===== config.mk =====
export PLATFORM = sky130hd
export DESIGN_NAME = page_frame_matrix_lru_flat
export DESIGN_NICKNAME = d
export VERILOG_FILES = /design/src/hw/rtl/pfm_pkg.sv /design/src/hw/rtl/pfm_if.sv /design/src/hw/rtl/pfm_key_mem.sv /design/src/hw/rtl/pfm_lru_mem.sv /design/src/hw/rtl/pfm_ctrl.sv /design/src/hw/rtl/page_frame_matrix_lru.sv /design/src/flat_wrapper.sv
export SDC_FILE = /design/constraint.sdc
export NUM_CORES = 1
export LEC_CHECK = 0
export BUFFER_PORTS_ARGS = -buffer_cell sky130_fd_sc_hd__buf_2
export CAP_MARGIN = 20
export CORE_UTILIZATION = 47
export CTS_BUF_LIST = sky130_fd_sc_hd__clkbuf_8 sky130_fd_sc_hd__clkbuf_16
export CTS_CLUSTER_DIAMETER = 120
export DETAILED_ROUTE_END_ITERATION = 7
export HOLD_SLACK_MARGIN = 0.08
export PLACE_DENSITY = 0.76
export SYNTH_ARGS = -nofsm -noshare
export SYNTH_HDL_FRONTEND = slang
export SYNTH_SLANG_ARGS = --single-unit

===== constraint.sdc =====
create_clock -name clk_i -period 4.65 [get_ports clk_i]
set_input_delay 0.6975 -clock clk_i [delete_from_list [all_inputs] [get_ports clk_i]]
set_output_delay 0.6975 -clock clk_i [all_outputs]
set_load 0.005 [all_outputs]

===== src/hw/rtl/pfm_pkg.sv =====
// ----------------------------------------------------------------------------
// pfm_pkg
// Shared types and constants for the page-frame matrix LRU table.
// ----------------------------------------------------------------------------
package pfm_pkg;

  // configuration register
  localparam int unsigned CFG_W = 4;
  localparam logic [CFG_W-1:0] SLOTS_IN_USE_RST = 4'd8;

  // width of the slot field in the response word
  localparam int unsigned SLOT_FIELD_W = 3;

  typedef enum logic [2:0] {
    ST_IDLE,
    ST_SEARCH,
    ST_DECIDE,
    ST_UPDATE,
    ST_DONE
  } pfm_state_e;

endpackage


===== src/hw/rtl/pfm_if.sv =====
// ----------------------------------------------------------------------------
// pfm_if
// Valid/ready channels for page requests and lookup responses.
// ----------------------------------------------------------------------------
interface pfm_req_if #(
  parameter int unsigned KEY_BITS = 10
) ();
  logic                valid;
  logic                ready;
  logic [KEY_BITS-1:0] page_key;

  modport source (output valid, output page_key, input ready);
  modport sink   (input valid, input page_key, output ready);
endinterface

interface pfm_rsp_if #(
  parameter int unsigned KEY_BITS = 10
) ();
  logic                              valid;
  logic                              ready;
  logic                              hit;
  logic [pfm_pkg::SLOT_FIELD_W-1:0]  slot;
  logic                              evicted;
  logic [KEY_BITS-1:0]               evicted_key;

  modport source (output valid, output hit, output slot, output evicted,
                  output evicted_key, input ready);
  modport sink   (input valid, input hit, input slot, input evicted,
                  input evicted_key, output ready);
endinterface


===== src/hw/rtl/pfm_key_mem.sv =====
// ----------------------------------------------------------------------------
// pfm_key_mem
// Page key store, one key per slot. One write port, one registered read port.
// ----------------------------------------------------------------------------
module pfm_key_mem #(
  parameter int unsigned SLOTS    = 8,
  parameter int unsigned KEY_BITS = 10
) (
  input  logic                     clk_i,
  input  logic                     we_i,
  input  logic [$clog2(SLOTS)-1:0] waddr_i,
  input  logic [KEY_BITS-1:0]      wdata_i,
  input  logic                     re_i,
  input  logic [$clog2(SLOTS)-1:0] raddr_i,
  output logic [KEY_BITS-1:0]      rdata_o
);

  logic [KEY_BITS-1:0] mem [SLOTS];
  logic [KEY_BITS-1:0] rdata_q;

  always_ff @(posedge clk_i) begin
    if (we_i) begin
      mem[waddr_i] <= wdata_i;
    end
  end

  always_ff @(posedge clk_i) begin
    if (re_i) begin
      rdata_q <= mem[raddr_i];
    end
  end

  assign rdata_o = rdata_q;

endmodule


===== src/hw/rtl/pfm_lru_mem.sv =====
// ----------------------------------------------------------------------------
// pfm_lru_mem
// LRU matrix store, one row per word. Rows never written read as zeros.
// ----------------------------------------------------------------------------
module pfm_lru_mem #(
  parameter int unsigned SLOTS = 8
) (
  input  logic                     clk_i,
  input  logic                     rst_ni,
  input  logic                     we_i,
  input  logic [$clog2(SLOTS)-1:0] waddr_i,
  input  logic [SLOTS-1:0]         wdata_i,
  input  logic                     re_i,
  input  logic [$clog2(SLOTS)-1:0] raddr_i,
  output logic [SLOTS-1:0]         rdata_o
);

  logic [SLOTS-1:0] mem [SLOTS];
  logic [SLOTS-1:0] rdata_q;
  logic [SLOTS-1:0] row_vld_q;
  logic             rd_vld_q;

  always_ff @(posedge clk_i) begin
    if (we_i) begin
      mem[waddr_i] <= wdata_i;
    end
    if (re_i) begin
      rdata_q <= mem[raddr_i];
    end
  end

  always_ff @(posedge clk_i or negedge rst_ni) begin
    if (!rst_ni) begin
      row_vld_q <= '0;
      rd_vld_q  <= 1'b0;
    end else begin
      if (we_i) begin
        row_vld_q[waddr_i] <= 1'b1;
      end
      if (re_i) begin
        rd_vld_q <= row_vld_q[raddr_i];
      end
    end
  end

  assign rdata_o = rd_vld_q ? rdata_q : '0;

endmodule


===== src/hw/rtl/pfm_ctrl.sv =====
// ----------------------------------------------------------------------------
// pfm_ctrl
// Access sequencer: walks the slots to search keys and rank rows, picks the
// slot, then walks the matrix again to apply the touch. Holds the response.
// ----------------------------------------------------------------------------
module pfm_ctrl #(
  parameter int unsigned SLOTS    = 8,
  parameter int unsigned KEY_BITS = 10
) (
  input  logic                              clk_i,
  input  logic                              rst_ni,
  input  logic [pfm_pkg::CFG_W-1:0]         slots_in_use_i,
  pfm_req_if.sink                           req_i,
  pfm_rsp_if.source                         rsp_o,
  // key store
  output logic                              key_we_o,
  output logic [$clog2(SLOTS)-1:0]          key_waddr_o,
  output logic [KEY_BITS-1:0]               key_wdata_o,
  output logic                              key_re_o,
  output logic [$clog2(SLOTS)-1:0]          key_raddr_o,
  input  logic [KEY_BITS-1:0]               key_rdata_i,
  // matrix store
  output logic                              lru_we_o,
  output logic [$clog2(SLOTS)-1:0]          lru_waddr_o,
  output logic [SLOTS-1:0]                  lru_wdata_o,
  output logic                              lru_re_o,
  output logic [$clog2(SLOTS)-1:0]          lru_raddr_o,
  input  logic [SLOTS-1:0]                  lru_rdata_i
);

  localparam int unsigned SW = $clog2(SLOTS);
  localparam int unsigned CW = $clog2(SLOTS + 1);

  pfm_pkg::pfm_state_e state_q, state_d;

  logic [CW-1:0]       rd_cnt_q;
  logic                cmp_vld_q;
  logic [SW-1:0]       cmp_idx_q;
  logic [KEY_BITS-1:0] key_q;
  logic [CW-1:0]       n_q;
  logic [CW-1:0]       valid_q;
  logic [SLOTS-1:0]    mask_q;
  logic [CW-1:0]       fill_q;
  logic                hit_q;
  logic [SW-1:0]       hit_idx_q;
  logic [SW-1:0]       best_idx_q;
  logic [CW-1:0]       best_ones_q;
  logic [KEY_BITS-1:0] best_key_q;
  logic [SW-1:0]       slot_q;
  logic                evict_q;

  logic                              out_vld_q;
  logic                              out_hit_q;
  logic [pfm_pkg::SLOT_FIELD_W-1:0]  out_slot_q;
  logic                              out_evict_q;
  logic [KEY_BITS-1:0]               out_ekey_q;

  logic [CW-1:0]    n_cfg;
  logic [SLOTS-1:0] mask_cfg;
  logic             rd_more;
  logic             free_slot;
  logic [SW-1:0]    slot_sel;
  logic [CW-1:0]    row_ones;
  logic             out_free;
  logic             accept;
  logic             rd_en;
  logic [SLOTS-1:0] row_new;

  // active slot count, clamped to 1..SLOTS
  always_comb begin
    if (slots_in_use_i == '0) begin
      n_cfg = CW'(1);
    end else if (32'(slots_in_use_i) > SLOTS) begin
      n_cfg = CW'(SLOTS);
    end else begin
      n_cfg = CW'(slots_in_use_i);
    end
    for (int j = 0; j < SLOTS; j++) begin
      mask_cfg[j] = (32'(j) < 32'(n_cfg));
    end
  end

  assign rd_more   = rd_cnt_q < n_q;
  assign free_slot = fill_q < n_q;
  assign slot_sel  = hit_q ? hit_idx_q : (free_slot ? fill_q[SW-1:0] : best_idx_q);
  assign row_ones  = CW'($countones(lru_rdata_i & mask_q));
  assign out_free  = !out_vld_q || rsp_o.ready;
  assign accept    = req_i.valid && req_i.ready;

  // next state
  always_comb begin
    state_d = state_q;
    unique case (state_q)
      pfm_pkg::ST_IDLE: begin
        if (req_i.valid) state_d = pfm_pkg::ST_SEARCH;
      end
      pfm_pkg::ST_SEARCH: begin
        if (!rd_more) state_d = pfm_pkg::ST_DECIDE;
      end
      pfm_pkg::ST_DECIDE: begin
        state_d = pfm_pkg::ST_UPDATE;
      end
      pfm_pkg::ST_UPDATE: begin
        if (!rd_more) state_d = pfm_pkg::ST_DONE;
      end
      pfm_pkg::ST_DONE: begin
        if (out_free) state_d = pfm_pkg::ST_IDLE;
      end
      default: state_d = pfm_pkg::ST_IDLE;
    endcase
  end

  // outputs
  always_comb begin
    req_i.ready = 1'b0;
    rd_en       = 1'b0;
    key_we_o    = 1'b0;
    lru_we_o    = 1'b0;
    unique case (state_q)
      pfm_pkg::ST_IDLE:   req_i.ready = 1'b1;
      pfm_pkg::ST_SEARCH: rd_en = rd_more;
      pfm_pkg::ST_DECIDE: key_we_o = !hit_q;
      pfm_pkg::ST_UPDATE: begin
        rd_en    = rd_more;
        lru_we_o = cmp_vld_q;
      end
      pfm_pkg::ST_DONE:   ;
      default:            ;
    endcase
  end

  // touch: row of the chosen slot goes to ones, then its column to zeros
  always_comb begin
    row_new = lru_rdata_i;
    if (cmp_idx_q == slot_q) begin
      row_new = row_new | mask_q;
    end
    row_new[slot_q] = 1'b0;
  end

  assign key_re_o    = rd_en && (state_q == pfm_pkg::ST_SEARCH);
  assign key_raddr_o = rd_cnt_q[SW-1:0];
  assign key_waddr_o = slot_sel;
  assign key_wdata_o = key_q;
  assign lru_re_o    = rd_en;
  assign lru_raddr_o = rd_cnt_q[SW-1:0];
  assign lru_waddr_o = cmp_idx_q;
  assign lru_wdata_o = row_new;

  assign rsp_o.valid       = out_vld_q;
  assign rsp_o.hit         = out_hit_q;
  assign rsp_o.slot        = out_slot_q;
  assign rsp_o.evicted     = out_evict_q;
  assign rsp_o.evicted_key = out_ekey_q;

  always_ff @(posedge clk_i or negedge rst_ni) begin
    if (!rst_ni) begin
      state_q   <= pfm_pkg::ST_IDLE;
      rd_cnt_q  <= '0;
      cmp_vld_q <= 1'b0;
      fill_q    <= '0;
      hit_q     <= 1'b0;
      out_vld_q <= 1'b0;
    end else begin
      state_q   <= state_d;
      cmp_vld_q <= rd_en;
      if (rd_en) begin
        rd_cnt_q <= rd_cnt_q + CW'(1);
      end
      if (accept) begin
        rd_cnt_q <= '0;
        hit_q    <= 1'b0;
      end
      // key compare over the filled slots only, first match wins
      if (state_q == pfm_pkg::ST_SEARCH && cmp_vld_q && !hit_q &&
          CW'(cmp_idx_q) < valid_q && key_rdata_i == key_q) begin
        hit_q <= 1'b1;
      end
      if (state_q == pfm_pkg::ST_DECIDE) begin
        rd_cnt_q <= '0;
        if (!hit_q && free_slot) begin
          fill_q <= fill_q + CW'(1);
        end
      end
      if (state_q == pfm_pkg::ST_DONE && out_free) begin
        out_vld_q <= 1'b1;
      end else if (rsp_o.ready) begin
        out_vld_q <= 1'b0;
      end
    end
  end

  // datapath registers
  always_ff @(posedge clk_i) begin
    if (rd_en) begin
      cmp_idx_q <= rd_cnt_q[SW-1:0];
    end
    if (accept) begin
      key_q   <= req_i.page_key;
      n_q     <= n_cfg;
      mask_q  <= mask_cfg;
      valid_q <= (fill_q < n_cfg) ? fill_q : n_cfg;
    end
    if (state_q == pfm_pkg::ST_SEARCH && cmp_vld_q) begin
      if (!hit_q && CW'(cmp_idx_q) < valid_q && key_rdata_i == key_q) begin
        hit_idx_q <= cmp_idx_q;
      end
      // most zeros in the active part of a row == fewest ones
      if (cmp_idx_q == '0 || row_ones < best_ones_q) begin
        best_idx_q  <= cmp_idx_q;
        best_ones_q <= row_ones;
        best_key_q  <= key_rdata_i;
      end
    end
    if (state_q == pfm_pkg::ST_DECIDE) begin
      slot_q  <= slot_sel;
      evict_q <= !hit_q && !free_slot;
    end
    if (state_q == pfm_pkg::ST_DONE && out_free) begin
      out_hit_q   <= hit_q;
      out_slot_q  <= pfm_pkg::SLOT_FIELD_W'(slot_q);
      out_evict_q <= evict_q;
      out_ekey_q  <= evict_q ? best_key_q : '0;
    end
  end

endmodule


===== src/hw/rtl/page_frame_matrix_lru.sv =====
// ----------------------------------------------------------------------------
// page_frame_matrix_lru
// Fully associative page-frame table with matrix LRU replacement.
// ----------------------------------------------------------------------------
//  channel   dir  handshake      word
//  req_i     in   valid/ready    page_key
//  rsp_o     out  valid/ready    hit, slot, evicted, evicted_key
//  cfg       in   cfg_we_i       cfg_data_i -> slots_in_use
//
// A response is built in two passes over the N active slots per accepted word:
// one pass over the key and matrix stores to search and rank rows, one pass
// over the matrix store to apply the touch, both limited by the single
// matrix read port. A new word is taken only once the access before it is done.
// Reset clears the matrix to zeros (per-row valid bits) and the fill count.
// The response sits in an output register; a new word is taken while it waits,
// and that access then holds in its last step until the register frees.
// ----------------------------------------------------------------------------
module page_frame_matrix_lru #(
  parameter int unsigned SLOTS    = 8,
  parameter int unsigned KEY_BITS = 10
) (
  input  logic                      clk_i,
  input  logic                      rst_ni,
  pfm_req_if.sink                   req_i,
  pfm_rsp_if.source                 rsp_o,
  input  logic                      cfg_we_i,
  input  logic [pfm_pkg::CFG_W-1:0] cfg_data_i
);

  localparam int unsigned SW = $clog2(SLOTS);

  logic [pfm_pkg::CFG_W-1:0] slots_in_use_q;

  logic                key_we;
  logic [SW-1:0]       key_waddr;
  logic [KEY_BITS-1:0] key_wdata;
  logic                key_re;
  logic [SW-1:0]       key_raddr;
  logic [KEY_BITS-1:0] key_rdata;

  logic                lru_we;
  logic [SW-1:0]       lru_waddr;
  logic [SLOTS-1:0]    lru_wdata;
  logic                lru_re;
  logic [SW-1:0]       lru_raddr;
  logic [SLOTS-1:0]    lru_rdata;

  always_ff @(posedge clk_i or negedge rst_ni) begin
    if (!rst_ni) begin
      slots_in_use_q <= pfm_pkg::SLOTS_IN_USE_RST;
    end else if (cfg_we_i) begin
      slots_in_use_q <= cfg_data_i;
    end
  end

  pfm_key_mem #(
    .SLOTS    (SLOTS),
    .KEY_BITS (KEY_BITS)
  ) u_key_mem (
    .clk_i   (clk_i),
    .we_i    (key_we),
    .waddr_i (key_waddr),
    .wdata_i (key_wdata),
    .re_i    (key_re),
    .raddr_i (key_raddr),
    .rdata_o (key_rdata)
  );

  pfm_lru_mem #(
    .SLOTS (SLOTS)
  ) u_lru_mem (
    .clk_i   (clk_i),
    .rst_ni  (rst_ni),
    .we_i    (lru_we),
    .waddr_i (lru_waddr),
    .wdata_i (lru_wdata),
    .re_i    (lru_re),
    .raddr_i (lru_raddr),
    .rdata_o (lru_rdata)
  );

  pfm_ctrl #(
    .SLOTS    (SLOTS),
    .KEY_BITS (KEY_BITS)
  ) u_ctrl (
    .clk_i          (clk_i),
    .rst_ni         (rst_ni),
    .slots_in_use_i (slots_in_use_q),
    .req_i          (req_i),
    .rsp_o          (rsp_o),
    .key_we_o       (key_we),
    .key_waddr_o    (key_waddr),
    .key_wdata_o    (key_wdata),
    .key_re_o       (key_re),
    .key_raddr_o    (key_raddr),
    .key_rdata_i    (key_rdata),
    .lru_we_o       (lru_we),
    .lru_waddr_o    (lru_waddr),
    .lru_wdata_o    (lru_wdata),
    .lru_re_o       (lru_re),
    .lru_raddr_o    (lru_raddr),
    .lru_rdata_i    (lru_rdata)
  );

endmodule


===== src/flat_wrapper.sv =====
// flat-port wrapper written by rule: the top's interface ports become plain ports
module page_frame_matrix_lru_flat 
#(
  parameter int unsigned SLOTS    = 8,
  parameter int unsigned KEY_BITS = 10
)
  (clk_i, rst_ni, cfg_we_i, cfg_data_i, req_i_valid, req_i_page_key, req_i_ready, rsp_o_valid, rsp_o_hit, rsp_o_slot, rsp_o_evicted, rsp_o_evicted_key, rsp_o_ready);
  pfm_req_if #(.KEY_BITS(KEY_BITS)) req_i_i ();
  pfm_rsp_if #(.KEY_BITS(KEY_BITS)) rsp_o_i ();
  input  logic clk_i;
  input  logic rst_ni;
  input  logic cfg_we_i;
  input  logic [pfm_pkg::CFG_W-1:0] cfg_data_i;
  input wire logic [$bits(req_i_i.valid)-1:0] req_i_valid;
  input wire logic [$bits(req_i_i.page_key)-1:0] req_i_page_key;
  output wire logic [$bits(req_i_i.ready)-1:0] req_i_ready;
  output wire logic [$bits(rsp_o_i.valid)-1:0] rsp_o_valid;
  output wire logic [$bits(rsp_o_i.hit)-1:0] rsp_o_hit;
  output wire logic [$bits(rsp_o_i.slot)-1:0] rsp_o_slot;
  output wire logic [$bits(rsp_o_i.evicted)-1:0] rsp_o_evicted;
  output wire logic [$bits(rsp_o_i.evicted_key)-1:0] rsp_o_evicted_key;
  input wire logic [$bits(rsp_o_i.ready)-1:0] rsp_o_ready;
  assign req_i_i.valid = req_i_valid;
  assign req_i_i.page_key = req_i_page_key;
  assign req_i_ready = req_i_i.ready;
  assign rsp_o_valid = rsp_o_i.valid;
  assign rsp_o_hit = rsp_o_i.hit;
  assign rsp_o_slot = rsp_o_i.slot;
  assign rsp_o_evicted = rsp_o_i.evicted;
  assign rsp_o_evicted_key = rsp_o_i.evicted_key;
  assign rsp_o_i.ready = rsp_o_ready;
  page_frame_matrix_lru #(.SLOTS(SLOTS), .KEY_BITS(KEY_BITS)) u_core (.clk_i(clk_i), .rst_ni(rst_ni), .req_i(req_i_i), .rsp_o(rsp_o_i), .cfg_we_i(cfg_we_i), .cfg_data_i(cfg_data_i));
endmodule

; ---- After elaboration in Yosys (flattened, before gate mapping)
; Memories as Yosys holds them, arrays and structs flattened. A register that Yosys moved wholly into a read port is not among the register bits.
; Index checks and enable logic that the tools add are counted.
[classes]
addsub = 9
order_cmp = 19
n_eq_ne = 10
muxes = 33
bitwise = 5
n_reduce_logical = 29
[op_table]
columns = operator, count
row1 = 4-bit two-way mux, 6
row2 = 3-bit two-way mux, 6
row3 = 8-bit AND, 2
row4 = 3-bit by 4-bit < comparator with 1-bit output (first input constant), 4
row5 = 4-bit < comparator, 4
row6 = 8-bit two-way mux, 2
row7 = 8-bit OR, 2
row8 = 1-bit two-way mux, 15
row9 = 3-bit one-hot mux with 5 select lines, 1
row10 = 1-bit logical AND, 13
row11 = 3-bit by 4-bit < comparator with 1-bit output (second input constant), 3
row12 = 10-bit equality test, 1
row13 = 1-bit by 1-bit adder with 2-bit output, 4
row14 = 4-bit by 1-bit adder with 4-bit output (second input constant), 2
row15 = 1-bit by 4-bit < comparator with 1-bit output (first input constant), 2
row16 = 2-bit by 4-bit < comparator with 1-bit output (first input constant), 2
row17 = 2-bit inequality test (second input constant), 4
row18 = 8-bit inverter, 1
row19 = 2-bit by 2-bit adder with 3-bit output, 2
row20 = 1-bit demux with 3-bit select, 2
row21 = 3-bit by 2-bit equality test with 1-bit output (second input constant), 2
row22 = 3-bit by 1-bit greater-or-equal comparator with 1-bit output (second input constant), 2
row23 = 3-bit logical NOT, 2
row24 = 2-bit AND reduction, 3
row25 = 14 further kinds, 18
[totals]
ff_bits = 95
ram_bits = 144
in_bits = 19
out_inout_bits = 17
word_cells = 131
memories = 2
[mem_list]
columns = name, words, width, read_ports, rd_clocked_by_memory_dff, write_ports, line_no
row1 = u_core.u_key_mem.mem, 8, 10, 1, 1, 1, pfm_key_mem.sv:18  ; logic [KEY_BITS-1:0] mem [SLOTS];
row2 = u_core.u_lru_mem.mem, 8, 8, 1, 1, 1, pfm_lru_mem.sv:18  ; logic [SLOTS-1:0] mem [SLOTS];

; ---- Longest topological paths before layout
; Gate-level depths: netlist (run 1).
[depth]
ltp_word = 8
ltp_mapped = 14
depth_no_buf = 12

; ---- Cells and area by module
; Synthesis (run 1) repeated with hierarchy kept, for this count alone.
[unflattened]
cells_unflattened = 575
hier_area_um2 = 10491.3
[modules_own_cells]
columns = mod, n_inst, cells_per_inst, area_per_inst_um2, seq_area_each_um2
row1 = pfm_ctrl, 1, 283, 3768.6, 2362.3
row2 = pfm_key_mem, 1, 138, 3433.3, 2702.6
row3 = pfm_lru_mem, 1, 146, 3143.0, 2387.3
row4 = page_frame_matrix_lru, 1, 8, 146.4, 101.3

; ---- Worst setup path before layout (run 1)
; OpenSTA, ideal clock, no wires.
[synth_path]
kind = register to register
startpoint = register u_core.u_lru_mem.rd_vld_q
endpoint = register u_core.u_ctrl.best_idx_q[0], enable pin
setup_ps = 440
t_arrival_ps = 4424
t_required_ps = 4210
path_slack_ps = -215
path_stages_with_launch = 15
path_buffers = 2
period_less_slack_ps = 4865
path_cell_list = dfrtp_1 -> clkbuf_1 -> clkbuf_1 -> nand3_1 -> fa_1 -> fa_1 -> inv_1 -> fa_1 -> ha_1 -> fa_1 -> ha_1 -> a21o_1 -> a21o_1 -> a211o_1 -> o41ai_1
[synth_via]
elab_chain_len = 8
elab_cells_between_ends = 12
classes_between = add/sub (7) / order compare (1) / mux (1) / bitwise (1) / reduce/logical (2)
[synth_rtl]
columns = item, line_no
row1 = from (decl), pfm_lru_mem.sv:21  ; logic rd_vld_q;
row2 = from (signal assigned), pfm_lru_mem.sv:41  ; rd_vld_q <= row_vld_q[raddr_i];
row3 = 8-bit two-way mux *, pfm_lru_mem.sv:46  ; assign rdata_o = rd_vld_q ? rdata_q : '0;
row4 = 8-bit AND *, pfm_ctrl.sv:86  ; assign row_ones = CW'($countones(lru_rdata_i & mask_q));
row5 = 1-bit by 1-bit adder with 2-bit output (implied by the code), pfm_ctrl.sv:86
row6 = 2-bit by 2-bit adder with 3-bit output (implied by the code), pfm_ctrl.sv:86
row7 = 3-bit by 3-bit adder with 4-bit output (implied by the code) *, pfm_ctrl.sv:86
row8 = named net u_core.u_ctrl.row_ones[1], pfm_ctrl.sv:63  ; logic [CW-1:0] row_ones;
row9 = 4-bit < comparator *, pfm_ctrl.sv:209  ; if (cmp_idx_q == '0 || row_ones < best_ones_q) begin
row10 = 1-bit logical OR *, pfm_ctrl.sv:209
row11 = 2-bit AND reduction (no line) *, n/a
row12 = to (signal assigned), pfm_ctrl.sv:210  ; best_idx_q <= cmp_idx_q;
row13 = to (decl), pfm_ctrl.sv:46  ; logic [SW-1:0] best_idx_q;
; Mark *: on every way through the listed nets, which the timed path passes. The rest lies on a longest branch.
; A chain may end at the register's enable or synchronous reset.

; ---- Worst setup path in the final report (run 1)
[layout_path]
startpoint = register u_core.u_lru_mem.rd_vld_q
endpoint = register u_core.u_ctrl.best_key_q[9], enable pin
[layout_via]
elab_chain_len = 8
elab_cells_between_ends = 12
classes_between = add/sub (7) / order compare (1) / mux (1) / bitwise (1) / reduce/logical (2)
[layout_rtl]
columns = item, line_no
row1 = 8-bit two-way mux *, pfm_lru_mem.sv:46
row2 = 8-bit AND *, pfm_ctrl.sv:86
row3 = 1-bit by 1-bit adder with 2-bit output (implied by the code), pfm_ctrl.sv:86
row4 = 2-bit by 2-bit adder with 3-bit output (implied by the code), pfm_ctrl.sv:86
row5 = 3-bit by 3-bit adder with 4-bit output (implied by the code) *, pfm_ctrl.sv:86
row6 = named net u_core.u_ctrl.row_ones[1], pfm_ctrl.sv:63
row7 = 4-bit < comparator *, pfm_ctrl.sv:209
row8 = 1-bit logical OR *, pfm_ctrl.sv:209
row9 = 2-bit AND reduction (no line) *, n/a
row10 = to (signal assigned), pfm_ctrl.sv:212  ; best_key_q <= key_rdata_i;
row11 = to (decl), pfm_ctrl.sv:48  ; logic [KEY_BITS-1:0] best_key_q;
; Marks and branches as above.

==> results.sh, run 1 <==
export IMPL_switching_power_w=0.00233
export IMPL_regArea_um2=7550
export IMPL_setup_tns_final_ns=0
export IMPL_synth_seq_cells=256
export IMPL_initial_utilization_pct=47.9
export IMPL_finalHoldViolCount=0
export IMPL_wl_per_cell_um=20.9
export IMPL_drt_iter0_drc=404
export IMPL_p_sw_share_pct=30.9
export IMPL_clock_latency_ns=0.53
export IMPL_setup_viol=0
export IMPL_slew_violations=0
export IMPL_combPwrFrac_pct=27.7
export IMPL_syn_area_per_cell_um2=18.2
export IMPL_syn_cell_area_um2=10400
export IMPL_yosys_warnings=0
export IMPL_rsz0062_at_grt="false"
export IMPL_min_path_type="in2async"
export IMPL_mostFrequentLayoutCells="edfxtp_1 (229), mux4_2 (38), buf_2 (35)"
export IMPL_nNetsFinal=666
export IMPL_p_clk_share_pct=24.6
export IMPL_p_leak_nw=4.16
export IMPL_finalCritPeriodShare_pct=96.4
export IMPL_antenna_found_initial=0
export IMPL_async_flop_share_pct=10.5
export IMPL_routabilityCongestion=0.809
export IMPL_cts_sinks=256
export IMPL_drc=0
export IMPL_grt_start_max_net_pins=43
export IMPL_synth_distinct_cells=55
export IMPL_power_density_nw_per_um2=645
export IMPL_synth_nets=614
export IMPL_synth_top_area_cell="edfxtp_1"
export IMPL_num_vias=5236
export IMPL_p_int_w=0.00523
export IMPL_final_util_pct=54.0
export IMPL_dp_hpwl_um=12200
export IMPL_yosysSeqAreaShare_pct=72.5
export IMPL_path_clk_slew_ns=0.06
export IMPL_path_max_fanout=17
export IMPL_status="finished, final reports clean"
export IMPL_dpl_worst_slack_ns=0.220
export IMPL_tritoncts="built"
export IMPL_io_pins=36
export IMPL_dieArea_um2=22800
export IMPL_drt_total_wl_um=19300
export IMPL_slew_headroom_pct=25.4
export IMPL_end_kind="flip-flop"
export IMPL_crit_path_start_kind="flip-flop"
export IMPL_ctsResizeCount=0
export IMPL_overflow=0
export IMPL_die_h_um=151
export IMPL_grt_pass1_vias=5271
export IMPL_antenna_cells=0
export IMPL_final_common_cell="edfxtp_1"
export IMPL_synth_top_cell_area_share_pct=66.0
export IMPL_cts_hold_buf=0
export IMPL_vdd_drop_max_uv=375
export IMPL_post_cts_buffers=0
export IMPL_yosys_most_used_dff="edfxtp_1"
export IMPL_ctsHtreeMaxLevel=1
export IMPL_core_area_um2=21800
export IMPL_synth_area_top_cells="edfxtp_1 (66%), mux4_2 (8.2%), dfrtp_1 (6.2%)"
export IMPL_max_cap_violations=0
export IMPL_multi_input_area_um2=2710
export IMPL_area_growth_pct=12.7
export IMPL_cts_buffer_depth=3
export IMPL_ant_nets=0
export IMPL_finClkSkew_ns=0.0107
export IMPL_cts_inserted_buffers=25
export IMPL_crit_type="reg2reg"
export IMPL_groute_usage_overall_pct=17.7
export IMPL_die_w_um=151
export IMPL_fmax_ghz=0.223
export IMPL_grt_pass1_wl_um=29800
export IMPL_setup_ws_ns=0.167
export IMPL_worstMarginPinSlew_ns=1.11
export IMPL_fill_cells=1641
export IMPL_layout_min_cycle_time_ns=4.48
export IMPL_required_ns=4.80
export IMPL_drive_gt1_share_pct=26.3
export IMPL_rows=54
export IMPL_syn_inst=572
export IMPL_viasPerCell=5.67
export IMPL_arrival_ns=4.63
export IMPL_cts_root_buf="clkbuf_16"
export IMPL_drtPass1Iterations=4
export IMPL_synth_edf_count=229
export IMPL_io_buffers=35
export IMPL_sequentialPowerShare_pct=47.7
==> sequential cells by signal (all words and copies together), names as in the netlist, 4 cells and up <==
register,flops
u_core.u_lru_mem.mem,64
u_core.u_ctrl.rd_cnt_q,4
u_core.u_lru_mem.rdata_q,8
u_core.slots_in_use_q,4
u_core.u_ctrl.best_ones_q,4
u_core.u_key_mem.rdata_o,10
u_core.u_ctrl.fill_q,4
u_core.u_ctrl.valid_q,4
u_core.u_ctrl.best_key_q,10
u_core.u_ctrl.key_wdata_o,10
u_core.u_lru_mem.row_vld_q,8
u_core.u_key_mem.mem,80
u_core.u_ctrl.rsp_o.evicted_key,10
u_core.u_ctrl.mask_q,7
u_core.u_ctrl.n_q,4
==> cell usage after synthesis, drive strengths merged, types with 3 or more instances <==
library cell  number
a21o               5
a21oi             10
a22oi              8
a31oi              7
and2              11
and3               4
buf               11
clkbuf             8
dfrtp             26
edfxtp           229
fa                 4
ha                19
inv               22
mux2              26
mux4              38
nand2             25
nand2b            10
nand3              8
nand4              3
nor2              20
nor3               9
nor3b              5
o211ai             4
o21ai             11
or2                9
xnor2              8
xor2              10
==> final timing paths <==
kind	cells past startpoint	startpoint	endpoint	slack (ns)
worst max register to register	12	u_core.u_lru_mem.rd_vld_q	u_core.u_ctrl.best_key_q[9]	0.17
worst max-delay path	12	u_core.u_lru_mem.rd_vld_q	u_core.u_ctrl.best_key_q[9]	0.17
worst min-delay path	1	rst_ni	u_core.u_ctrl.state_q[1]	0.18
min in group clk_i	1	req_i_page_key[0]	u_core.u_ctrl.key_wdata_o[0]	0.34
worst min register to register	1	u_core.u_lru_mem.row_vld_q[1]	u_core.u_lru_mem.row_vld_q[1]	0.47
max in group asynchronous	1	rst_ni	u_core.u_ctrl.rd_cnt_q[0]	4.03
==> layer usage <==
metal | share of wire (%) | vias up | GRT usage, %
met3 | 5.6 | 36 | 2.29
li1 | - | 2344 | -
met5 | 0 | - | 0
met4 | 1.5 | 0 | 4.25
met1 | 42 | 2688 | 24.2
met2 | 51 | 168 | 30.4
==> worst max-delay path, stage by stage (launching register included) <==
cell and delay (ns):
dfrtp_1 0.48, nand3_1 0.15, fa_1 0.52, fa_1 0.54, inv_1 0.05, fa_1 0.49, ha_1 0.25, fa_1 0.46
ha_1 0.28, a21o_1 0.17, a21o_1 0.19, a211o_1 0.33, o41ai_4 0.19
==> area by class of cell <==
| class | instances | share of cell area, % |
|---|---|---|
| tap | 280 | 2.98 |
| multi-input combinational | 275 | 23.1 |
| clock inverter | 21 | 1.19 |
| clock buffer | 25 | 5.33 |
| timing repair buffer | 44 | 2.33 |
| sequential | 256 | 64.4 |
| inverter | 22 | 0.703 |
==> power groups by stage <==
stage	Combinational, W	Clock (W)	Sequential (W)
after CTS	0.00211	0.00189	0.00361
after detailed placement	0.00208	0	0.00365
after global placement	0.00197	0	0.00362
after global routing	0.00229	0.00198	0.00366
after floorplan	0.00162	0	0.00350
final	0.00209	0.00186	0.00361
==> kinds of logic (layout without fill, tap and decap cells) <==
logic type,after synthesis,count (layout),share of synthesized area [%]
flip-flops,256,256,72.5
AND/OR/NAND/NOR,112,112,6.14
other,1,1,0.0360
multiplexers,66,66,11.3
XOR/XNOR,18,18,1.51
AO/OA/AOI/OAI,55,55,3.76
adder cells (fa/ha/maj),23,23,3.05
buffers and inverters,41,112,1.71
==> stage by stage <==
step | hold WS, ns | instances | cell area, um^2 | power (W)
after detailed placement | 0.454 | 874 | 10900 | 0.00573
final | 0.179 | 923 | 11700 | 0.00757
after CTS | 0.186 | 920 | 11700 | 0.00761
after global placement | 0.447 | 873 | 10900 | 0.00559
after global routing | 0.230 | 923 | 11700 | 0.00793
after floorplan | 0.402 | 572 | 10400 | 0.00512
Note: power is estimated with default switching activity, not from simulation.
==> inputs of run 2 (changes only) <==
- MAX_ROUTING_LAYER: default -> met4
==> run 2 against run 1 <==
Compared with the run above:
- clock power is essentially flat
- clock skew grew 0.0023 ns
- non-clock buffer count is the same
- global-route usage grew 0.53 points
- utilization is the same
- critical path type unchanged
- critical path depth is the same
- hold slack gained 0.0039 ns
- highest routed layer unchanged
- sequential power is essentially flat
- worst setup slack gained 0.0063 ns
- via count shrank 0.21%
- sequential cell count is the same
==> results.sh, run 2 (synthesis results as in run 1) <==
export IMPL_slew_violations=0
export IMPL_setup_ws_ns=0.173
export IMPL_drc=0
export IMPL_arrival_ns=4.62
export IMPL_power_density_nw_per_um2=645
export IMPL_initial_utilization_pct=47.9
export IMPL_layout_min_cycle_time_ns=4.48
export IMPL_finalHoldViolCount=0
export IMPL_status="finished, final reports clean"
export IMPL_clock_latency_ns=0.53
export IMPL_routabilityCongestion=0.821
export IMPL_grt_start_max_net_pins=43
export IMPL_end_kind="flip-flop"
export IMPL_grt_pass1_vias=5278
export IMPL_drt_iter0_drc=392
export IMPL_min_path_type="in2async"
export IMPL_ctsResizeCount=0
export IMPL_dpl_worst_slack_ns=0.220
export IMPL_finClkSkew_ns=0.0130
export IMPL_cts_hold_buf=0
export IMPL_mostFrequentLayoutCells="edfxtp_1 (229), mux4_2 (38), buf_2 (35)"
export IMPL_vdd_drop_max_uv=375
export IMPL_dpl_cell_area_um2=10900
export IMPL_required_ns=4.79
export IMPL_viasPerCell=5.66
export IMPL_die_w_um=151
export IMPL_drtPass1Iterations=5
export IMPL_grt_pass1_wl_um=29800
export IMPL_regMostFlops="u_core.u_key_mem.mem"
export IMPL_io_buffers=35
export IMPL_drt_total_wl_um=19300
export IMPL_cts_root_buf="clkbuf_16"
export IMPL_top_regs="u_core.u_key_mem.mem x80, u_core.u_lru_mem.mem x64"
export IMPL_crit_type="reg2reg"
export IMPL_largest_register_ffs=80
export IMPL_path_max_fanout=17
export IMPL_die_h_um=151
export IMPL_tritoncts="built"
export IMPL_groute_usage_overall_pct=18.3
export IMPL_worstMarginPinSlew_ns=1.10
export IMPL_nNetsFinal=666
export IMPL_antenna_found_initial=0
export IMPL_rsz0062_at_grt="false"
export IMPL_dieArea_um2=22800
export IMPL_setup_tns_final_ns=0
export IMPL_ant_nets=0
export IMPL_post_cts_buffers=0
export IMPL_p_leak_nw=4.16
export IMPL_cts_buffer_depth=3
export IMPL_final_util_pct=54.0
export IMPL_drive_gt1_share_pct=26.3
export IMPL_finalCritPeriodShare_pct=96.3
export IMPL_io_pins=36
export IMPL_cts_sinks=256
export IMPL_overflow=0
export IMPL_antenna_cells=0
export IMPL_num_vias=5225
export IMPL_wl_per_cell_um=20.9
export IMPL_area_growth_pct=12.7
export IMPL_core_area_um2=21800
export IMPL_dp_hpwl_um=12200
export IMPL_path_clk_slew_ns=0.06
export IMPL_fmax_ghz=0.223
export IMPL_rows=54
export IMPL_cts_inserted_buffers=25
export IMPL_setup_viol=0
export IMPL_ctsHtreeMaxLevel=1
export IMPL_stdcell_area_um2=11700
export IMPL_slew_headroom_pct=26.3
export IMPL_hold_slack_ns=0.183
export IMPL_max_cap_violations=0
export IMPL_final_common_cell="edfxtp_1"
export IMPL_crit_path_start_kind="flip-flop"
## run 2: cell counts in the layout (fill, tap and decap cells not counted)
No cell type changed its count.
## run 2: path summary, 6_finish.rpt
check,from,to,slack (ns),cells after the start
worst min-delay path,rst_ni,u_core.u_ctrl.state_q[1],0.18,1
max in group asynchronous,rst_ni,u_core.u_ctrl.rd_cnt_q[0],4.03,1
min in group clk_i,req_i_page_key[0],u_core.u_ctrl.key_wdata_o[0],0.34,1
worst max register to register,u_core.u_lru_mem.rd_vld_q,u_core.u_ctrl.best_key_q[0],0.17,12
worst min register to register,u_core.u_lru_mem.row_vld_q[1],u_core.u_lru_mem.row_vld_q[1],0.47,1
worst max-delay path,u_core.u_lru_mem.rd_vld_q,u_core.u_ctrl.best_key_q[0],0.17,12
## run 2: report_power, final
| part | switching (W) | internal (W) | total [W] |
|---|---|---|---|
| sequential | 0.000338 | 0.00327 | 0.00361 |
| clock | 0.000823 | 0.00104 | 0.00186 |
| combinational | 0.00118 | 0.000919 | 0.00210 |
| total | 0.00234 | 0.00523 | 0.00757 |
## run 2: layout make-up
| class | count | area (um^2) |
|---|---|---|
| sequential | 256 | 7550 |
| timing repair buffer | 44 | 274 |
| fill | 1641 | 10000 |
| multi-input combinational | 275 | 2710 |
| clock buffer | 25 | 626 |
| clock inverter | 21 | 140 |
| inverter | 22 | 82.6 |
| tap | 280 | 350 |
## run 2: layer usage
metal  vias up  part of all wire, %  GRT usage, %
li1       2344                    -             -
met1      2669                   42          24.1
met2       182                   51          30.4
met3        30                  6.0          2.35
met4         0                  1.5          4.25
met5         -                    0             -
## run 2: critical path, stage by stage, from the launching register on
cell and delay, ns:
dfrtp_1 0.46, nand3_1 0.14, fa_1 0.52, fa_1 0.54, inv_1 0.05, fa_1 0.49
ha_1 0.25, fa_1 0.46, ha_1 0.28, a21o_1 0.17, a21o_1 0.20, a211o_1 0.33
o41ai_4 0.19
## run 2: stage by stage
| step | total power [W] | instances |
|---|---|---|
| after floorplan | 0.00512 | 572 |
| after global placement | 0.00559 | 873 |
| after detailed placement | 0.00573 | 874 |
| after CTS | 0.00761 | 920 |
| after global routing | 0.00793 | 923 |
| final | 0.00757 | 923 |
